<file path="src/design/aphc_pkg.sv">
// ----------------------------------------------------------------------------
// aphc_pkg
// Shared widths, constants, codes and types of the averaged PI heater control
// unit: register indexes, datapath operation codes, controller states.
// ----------------------------------------------------------------------------
package aphc_pkg;

   // sample counter width
   localparam int COUNT_BITS = 16;

   // field widths
   localparam int TEMP_BITS       = 16;
   localparam int SUM_BITS        = 32;
   localparam int TIME_BITS       = 32;
   localparam int CMD_BITS        = 15;
   localparam int PROP_BITS       = 18;
   localparam int IGAIN_BITS      = 20;
   localparam int INTEG_BITS      = 32;
   localparam int ERR_BITS        = TEMP_BITS + 1;
   localparam int MAG_BITS        = TEMP_BITS;
   localparam int CSR_INDEX_BITS  = 2;
   localparam int CSR_DATA_BITS   = 20;

   // serial divider, one quotient bit per step
   localparam int DIV_STEPS    = SUM_BITS;
   localparam int DIV_CNT_BITS = $clog2(DIV_STEPS);

   // integrator step products
   localparam int SCALE_BITS = 13;
   localparam int GM_BITS    = IGAIN_BITS + MAG_BITS;
   localparam int P_BITS     = GM_BITS + SCALE_BITS;
   localparam int P_LO_BITS  = 25;
   localparam int P_HI_BITS  = P_BITS - P_LO_BITS;
   localparam int LO_BITS    = P_LO_BITS + TIME_BITS;
   localparam int HI_BITS    = P_HI_BITS + TIME_BITS;
   localparam int PROD_BITS  = P_BITS + TIME_BITS;
   localparam int ACC_BITS   = INTEG_BITS + 2;

   // proportional path
   localparam int PM_BITS    = PROP_BITS + 1 + ERR_BITS;
   localparam int TOTAL_BITS = PM_BITS + 9;
   localparam int CMD_SHIFT  = 16;

   // constants
   localparam logic [SCALE_BITS-1:0]        US_SCALE    = 13'd4295;
   localparam logic [CMD_BITS-1:0]          CMD_MAX     = 15'd25600;
   localparam logic signed [ACC_BITS-1:0]   INTEG_LIMIT = 34'sd1174405120;
   localparam logic signed [TEMP_BITS-1:0]  TARGET_OFF  = 16'shFF00;
   localparam logic signed [TEMP_BITS-1:0]  AVG_MAX     = 16'sh7FFF;
   localparam logic signed [TEMP_BITS-1:0]  AVG_MIN     = 16'sh8000;
   localparam logic signed [SUM_BITS:0]     SUM_MAX     = 33'sh0_7FFF_FFFF;
   localparam logic signed [SUM_BITS:0]     SUM_MIN     = 33'sh1_8000_0000;

   // register reset values
   localparam logic signed [TEMP_BITS-1:0] TARGET_RESET = 16'sd11520;
   localparam logic [PROP_BITS-1:0]        PROP_RESET   = 18'd51200;
   localparam logic [IGAIN_BITS-1:0]       IGAIN_RESET  = 20'd19661;

   // register indexes
   typedef enum logic [CSR_INDEX_BITS-1:0] {
      REG_TARGET = 2'd0,
      REG_PROP   = 2'd1,
      REG_IGAIN  = 2'd2
   } csr_reg_type;

   // datapath operations
   typedef enum logic [3:0] {
      OP_NONE      = 4'd0,
      OP_SAMPLE    = 4'd1,
      OP_TICK      = 4'd2,
      OP_DIV_STEP  = 4'd3,
      OP_AVG       = 4'd4,
      OP_MUL_GAIN  = 4'd5,
      OP_MUL_SCALE = 4'd6,
      OP_MUL_LO    = 4'd7,
      OP_MUL_HI    = 4'd8,
      OP_INTEG     = 4'd9,
      OP_MUL_PROP  = 4'd10,
      OP_CMD       = 4'd11
   } op_type;

   typedef struct packed {
      op_type op;
      logic   out_load;
      logic   fresh;
   } dp_cmd_type;

   typedef struct packed {
      logic count_zero;
      logic heat_off;
      logic integ_skip;
   } dp_status_type;

   // controller states
   typedef enum logic [10:0] {
      ST_IDLE  = 11'b000_0000_0001,
      ST_DIV   = 11'b000_0000_0010,
      ST_AVG   = 11'b000_0000_0100,
      ST_GAIN  = 11'b000_0000_1000,
      ST_SCALE = 11'b000_0001_0000,
      ST_LO    = 11'b000_0010_0000,
      ST_HI    = 11'b000_0100_0000,
      ST_INTEG = 11'b000_1000_0000,
      ST_PROP  = 11'b001_0000_0000,
      ST_CMD   = 11'b010_0000_0000,
      ST_OUT   = 11'b100_0000_0000
   } state_type;

endpackage

</file>
<file path="src/design/aphc_ctrl.sv">
// ----------------------------------------------------------------------------
// aphc_ctrl
// Controller of the heater control unit: sequences the divider and the PI
// steps of a control tick and owns the response valid flag.
// ----------------------------------------------------------------------------
module aphc_ctrl (
   input  logic                    clock,
   input  logic                    reset,
   input  logic                    req_valid,
   input  logic                    req_func,
   output logic                    req_ready,
   output logic                    rsp_valid,
   input  logic                    rsp_ready,
   input  aphc_pkg::dp_status_type status,
   output aphc_pkg::dp_cmd_type    cmd
);

   aphc_pkg::state_type                  state_ff, state_in;
   logic [aphc_pkg::DIV_CNT_BITS-1:0]    cnt_ff, cnt_in;
   logic                                 fresh_ff, fresh_in;
   logic                                 rsp_valid_ff, rsp_valid_in;
   logic                                 req_take;
   logic                                 out_free;

   assign req_ready = (state_ff == aphc_pkg::ST_IDLE);
   assign req_take  = req_valid && req_ready;
   assign out_free  = !rsp_valid_ff || rsp_ready;
   assign rsp_valid = rsp_valid_ff;

   // next state and datapath command
   always_comb begin
      state_in     = state_ff;
      cnt_in       = cnt_ff;
      fresh_in     = fresh_ff;
      rsp_valid_in = rsp_valid_ff && !rsp_ready;
      cmd.op       = aphc_pkg::OP_NONE;
      cmd.out_load = 1'b0;
      cmd.fresh    = fresh_ff;
      case (state_ff)
         aphc_pkg::ST_IDLE: begin
            if (req_take) begin
               if (!req_func) begin
                  cmd.op = aphc_pkg::OP_SAMPLE;
               end else begin
                  cmd.op   = aphc_pkg::OP_TICK;
                  cnt_in   = '0;
                  fresh_in = !status.count_zero;
                  state_in = status.count_zero ? aphc_pkg::ST_OUT : aphc_pkg::ST_DIV;
               end
            end
         end
         aphc_pkg::ST_DIV: begin
            cmd.op = aphc_pkg::OP_DIV_STEP;
            cnt_in = cnt_ff + 1'b1;
            if (cnt_ff == aphc_pkg::DIV_CNT_BITS'(aphc_pkg::DIV_STEPS - 1)) begin
               state_in = aphc_pkg::ST_AVG;
            end
         end
         aphc_pkg::ST_AVG: begin
            cmd.op = aphc_pkg::OP_AVG;
            if (status.heat_off) begin
               state_in = aphc_pkg::ST_OUT;
            end else if (status.integ_skip) begin
               state_in = aphc_pkg::ST_PROP;
            end else begin
               state_in = aphc_pkg::ST_GAIN;
            end
         end
         aphc_pkg::ST_GAIN: begin
            cmd.op   = aphc_pkg::OP_MUL_GAIN;
            state_in = aphc_pkg::ST_SCALE;
         end
         aphc_pkg::ST_SCALE: begin
            cmd.op   = aphc_pkg::OP_MUL_SCALE;
            state_in = aphc_pkg::ST_LO;
         end
         aphc_pkg::ST_LO: begin
            cmd.op   = aphc_pkg::OP_MUL_LO;
            state_in = aphc_pkg::ST_HI;
         end
         aphc_pkg::ST_HI: begin
            cmd.op   = aphc_pkg::OP_MUL_HI;
            state_in = aphc_pkg::ST_INTEG;
         end
         aphc_pkg::ST_INTEG: begin
            cmd.op   = aphc_pkg::OP_INTEG;
            state_in = aphc_pkg::ST_PROP;
         end
         aphc_pkg::ST_PROP: begin
            cmd.op   = aphc_pkg::OP_MUL_PROP;
            state_in = aphc_pkg::ST_CMD;
         end
         aphc_pkg::ST_CMD: begin
            cmd.op   = aphc_pkg::OP_CMD;
            state_in = aphc_pkg::ST_OUT;
         end
         aphc_pkg::ST_OUT: begin
            // wait for the response register to free up
            if (out_free) begin
               cmd.out_load = 1'b1;
               rsp_valid_in = 1'b1;
               state_in     = aphc_pkg::ST_IDLE;
            end
         end
         default: begin
            state_in = aphc_pkg::ST_IDLE;
         end
      endcase
   end

   // control registers
   always_ff @(posedge clock) begin
      if (reset) begin
         state_ff     <= aphc_pkg::ST_IDLE;
         cnt_ff       <= '0;
         fresh_ff     <= 1'b0;
         rsp_valid_ff <= 1'b0;
      end else begin
         state_ff     <= state_in;
         cnt_ff       <= cnt_in;
         fresh_ff     <= fresh_in;
         rsp_valid_ff <= rsp_valid_in;
      end
   end

endmodule

</file>
<file path="config.mk">
export PLATFORM = sky130hd
export DESIGN_NAME = aphc_ctrl
export DESIGN_NICKNAME = d
export VERILOG_FILES = /design/src/design/aphc_pkg.sv /design/src/design/aphc_ctrl.sv
export SDC_FILE = /design/constraint.sdc
export NUM_CORES = 1
export LEC_CHECK = 0
export BUFFER_PORTS_ARGS = -buffer_cell sky130_fd_sc_hd__buf_2
export CAP_MARGIN = 5
export CORE_MARGIN = 10
export CORE_UTILIZATION = 55
export DETAILED_ROUTE_END_ITERATION = 10
export HOLD_SLACK_MARGIN = 0.03
export PLACE_DENSITY = 0.79
export SYNTH_ARGS = -nofsm -noshare
export SYNTH_HDL_FRONTEND = slang
export SYNTH_SLANG_ARGS = --single-unit
</file>
<file path="constraint.sdc">
create_clock -name clock -period 2.01 [get_ports clock]
set_input_delay 0.3015 -clock clock [delete_from_list [all_inputs] [get_ports clock]]
set_output_delay 0.3015 -clock clock [all_outputs]
set_load 0.05 [all_outputs]
</file>
Word level (Yosys, flattened, before mapping)
Cells that the tools add are included.

Memory bits (read-only): 0. Bits of input ports: 8. Memory bits (writable): 0. Bits in registers: 18. Bits in latches: 0. Memories kept: 0.

Div/mod/pow operators: 0. Add/subtract/negate cells: 1. Equality and inequality tests: 16. Bitwise operators: 0. Reduce and logical (&&, ||, !) cells: 10. Multiplexer cells: 18. Shift-type cells: 0. Multiply operators: 0. Magnitude comparators: 0.

Operator list (number): $pmux W11 S11 (1); $mux W11 (6); $pmux W4 S10 (1); $eq A11 B1 Y1 const B (1); $eq A11 B10 Y1 const B (1); $eq A11 B11 Y1 const B (1); $eq A11 B2 Y1 const B (1); $eq A11 B3 Y1 const B (1); $eq A11 B4 Y1 const B (1); $eq A11 B5 Y1 const B (1); $eq A11 B6 Y1 const B (1); $eq A11 B7 Y1 const B (1); $eq A11 B8 Y1 const B (1); $eq A11 B9 Y1 const B (1); $mux W5 (2); $pmux W5 S2 (1); $mux W9 (1); $ne A2 B2 Y1 const B (3); $reduce_and A3 Y1 (2); $add A5 B1 Y5 const B (1); $eq A5 B5 Y1 const B (1); $mux W1 (4); $mux W4 (1); $reduce_and A4 Y1 (1); 6 further kinds (9).

Depth between registers and ports, before layout
Depth in word-level cells: 4. Mapped depth: 6. Mapped depth without buffers: 5.

Least setup slack after synthesis
No wires, ideal clock.

Path type: register -> output. Start: register state_ff[5]. End: output cmd[1] (netlist name). Path slack: -0.414 ns. Cell stages (with the launch flop): 6. Arrival: 2.123 ns. Required time: 1.709 ns. Cells stage by stage: dfxtp_1 buf_6 nor4_4 nand3_1 or4_1 nor2b_1.

RTL lines: start: declaration (line aphc_ctrl.sv:18) `aphc_pkg::state_type state_ff, state_in;`; start signal: assignment (line aphc_ctrl.sv:114) `state_ff <= aphc_pkg::ST_IDLE;`; start signal: assignment (line aphc_ctrl.sv:119) `state_ff <= state_in;`; end: declaration (line aphc_ctrl.sv:15) `output aphc_pkg::dp_cmd_type cmd`.

==> impl_metrics.yaml <==
timing:
  rsz0062_at_grt: "true"
  skew_ns: 0.001450
  slew_headroom: 0.6230
  period_share: 1.107
  setup_viol: 4
  timing.fmax_mhz: 449.5
  drv_slew: 0
  hold_viol: 0
  worst_slack_ns: -0.2148
  tightest_slew_ns: 0.5582
  fin_crit_ns: 2.225
  finalSetupTns_ns: -0.7303
clock_network:
  clk_pin_slew_ns: 0.10
  clock_latency_ns: 0.29
  cts_buffer_depth: 2
  holdBufCountCts: 0
  cts-root-buf: "clkbuf_4"
  htree_levels: 1
  cts_made_buffers: 3
  cts_tree: "built"
  numClockSinks: 18
synth:
  yosysSeqAreaShare: 0.3221
  yosys-top-cells-area: "dfxtp_1 (32%), nor2_1 (4.4%), nand3_1 (4.0%), a21oi_1 (3.6%), nor2b_1 (3.4%)"
  synth.avg_cell_area_sq_um: 8.604
  synth_compound_area_frac: 0.1711
  synth_edf_count: 0
  synth_common_cells: "dfxtp_1 (18), nor2_1 (13), nand2_1 (9), nand3_1 (9), a21oi_1 (8)"
  synth_top_area_cell: "dfxtp_1"
  yosysTopAreaCellShare: 0.3221
  yosysMostFrequentCell: "dfxtp_1"
  synth_xor_area_frac: 0.03132
  synth_fa_ha_area_frac: 0.02237
  synthArstFlopShare: 0
  synth_top_family_by_area: "simple AND/OR/NAND/NOR gates"
  yosysWarnings: 0
  syn_inst: 130
  synthMuxAreaShare: 0.008949
  yosysUniqueCellTypes: 47
  synth-simple-area-share: 0.4105
  synth_nets: 140
  ys_ff_latch: 18
  synth_top_flop_cell: "dfxtp_1"
  syn_area_sq_um: 1119
setup_path:
  path_cells: "buf_4, nor2_1, nand3_2, or4b_1, nand4_1, buf_6"
  crit_arrival_ns: 1.92
  r2r_start: "state_ff[8]"
  reg2reg_to: "state_ff[7]"
  required_ns: 1.71
  cp_max_fo: 6
  ff2ff_setup_slack_ns: 0.11
  end_kind: "primary output"
  slowest_stage: "or4b_1"
  slowest_delay_ns: 0.47
  r2r_cells: 5
  crit_type: "reg2out"
  startpoint_type: "register"
finish:
  synthToLayoutAreaGrowth_pct: 33.89
  antenna_cells: 0
  final_cells: 191
  stdcell_area_sq_um: 1498
  nets: 176
  drive_gt1_frac: 0.3841
status:
  violations: "design-rule violations, negative setup slack"
  status: "finished, violations left"
global_route:
  grt_pass1_wl_microns: 5540
  grt_max_degree: 10
  overflow: 0
  antenna_found_initial: 0
  grt_pass1_vias: 1217
  grt_util_all_layers: 0.1595
hold_path:
  hold_depth: 2
  hp-class: "in2reg"
  hold_end: "state_ff[3]"
  min_from: "status[0]"
job:
  max-cap-violations: 0
floorplanning:
  io_pins: 16
  core_sq_um: 1942
  row_count: 16
  die_w_microns: 65.10
  die_y_microns: 65.10
  die_area_sq_um: 4237
  start_util: 0.5760
detailed_routing:
  drc: 1
  drt_first_iter_violations: 143
  viasPerCell: 6.618
  drtPass1Iterations: 9
  routed_wirelength_microns: 3637
  detail_route.wl_per_cell_microns: 19.04
  antenna_left: 0
  num_vias: 1264
placed_design:
  portBuffers: 15
  place.gp.congestion: 0.8850
  dp_cells: 185
  dp_slack_ns: -0.02530
  dpl_cell_area_sq_um: 1350
  dp_hpwl_microns: 2369
power:
  leakage_nw: 0.5976
  ir_worst_vdd_v: 0.0006465
  p_sw_frac: 0.4285
  p_sw_w: 0.0005806
  pwr-share-comb: 0.556
  p_int_w: 0.0007744
  clock_power_share: 0.135
  total_power_w: 0.001355
  seq_power_share: 0.309
  p_per_area_nw_per_um2: 904.7
[power groups by stage]
| stage | sequential (W) | clock, W | combinational, W |
|---|---|---|---|
| after floorplan | 0.000420 | 0 | 0.000393 |
| after global placement | 0.000413 | 0 | 0.000603 |
| after detailed placement | 0.000414 | 0 | 0.000614 |
| after CTS | 0.000410 | 0.000185 | 0.000686 |
| after global routing | 0.000419 | 0.000201 | 0.000791 |
| final | 0.000419 | 0.000183 | 0.000754 |
[cell usage in the layout (no fill, tap or decap), types with 3 or more instances in the layout]
cell / count
buf_2: 9
nor2_1: 11
nor4_4: 3
or4_4: 4
nand2_1: 9
buf_6: 3
a21oi_1: 7
nor2b_1: 5
nand4_1: 3
or3_1: 3
dfxtp_2: 3
buf_4: 23
xor2_1: 3
dfxtp_1: 15
nand2b_1: 3
clkbuf_4: 3
nand3_1: 8
o21ai_0: 3
nand4b_1: 3
[per-stage QoR]
step / hold slack, ns / utilization
after floorplan: 0.3770 / -
after global placement: 0.4292 / 0.6952
after detailed placement: 0.4539 / 0.6952
after CTS: 0.1665 / 0.7481
after global routing: 0.1783 / 0.7713
final: 0.1701 / 0.7713
[worst max-delay path, delay by kind of cell, from the launching register on]
kind          cells  cell delay, ns
buf+inv           2            0.32
flops             1            0.34
simple gates      4            0.96
[registers in the layout, indices dropped and copies added, names as in the netlist]
signal     cells
cnt_ff         5
rsp_valid      1
fresh_ff       1
state_ff      11
[repair_timing]
| action | in CTS | in global routing |
|---|---|---|
| setup buffers | 1 | 2 |
| pin swaps | 6 | 6 |
| gates resized for setup | 19 | 9 |
| endpoints found under the setup margin | 6 | 6 |
[routing by layer]
layer  global-route usage  vias to the layer above  wire length (microns)
li1                     -                      568                      -
met1               0.1830                      576                   1456
met2               0.2783                       94                   1645
met3              0.03051                       26                    326
met4              0.07487                        0                    207
met5                    0                        -                      0
[cell type report]
cell class / instances / area [sq um]
flip-flops and latches: 18 / 364.1
inverters: 1 / 3.754
repair buffers: 37 / 281.5
clock buffers: 3 / 22.52
well taps: 27 / 33.78
multi-input cells: 105 / 792.0
fillers: 133 / 444.2
[worst max path at each step]
stage           startpoint     end  slack [ns]  cells past startpoint
3_3_place_gp   state_ff[4]  cmd[5]     -0.0001                      4
5_1_grt        state_ff[4]  cmd[2]       -0.28                      5
6_report       state_ff[0]  cmd[2]       -0.21                      6
2_1_floorplan  state_ff[7]  cmd[2]       -0.15                      5
4_1_cts        state_ff[4]  cmd[2]       -0.18                      5
3_5_place_dp   state_ff[4]  cmd[5]       -0.03                      4
[cell families after synthesis]
family	count (synthesis)
mux	1
buf+inv	7
compound gates	26
fa+ha+maj	2
simple gates	72
flops	18
xor+xnor	4
No activity file was read; power rests on OpenSTA's default activity.
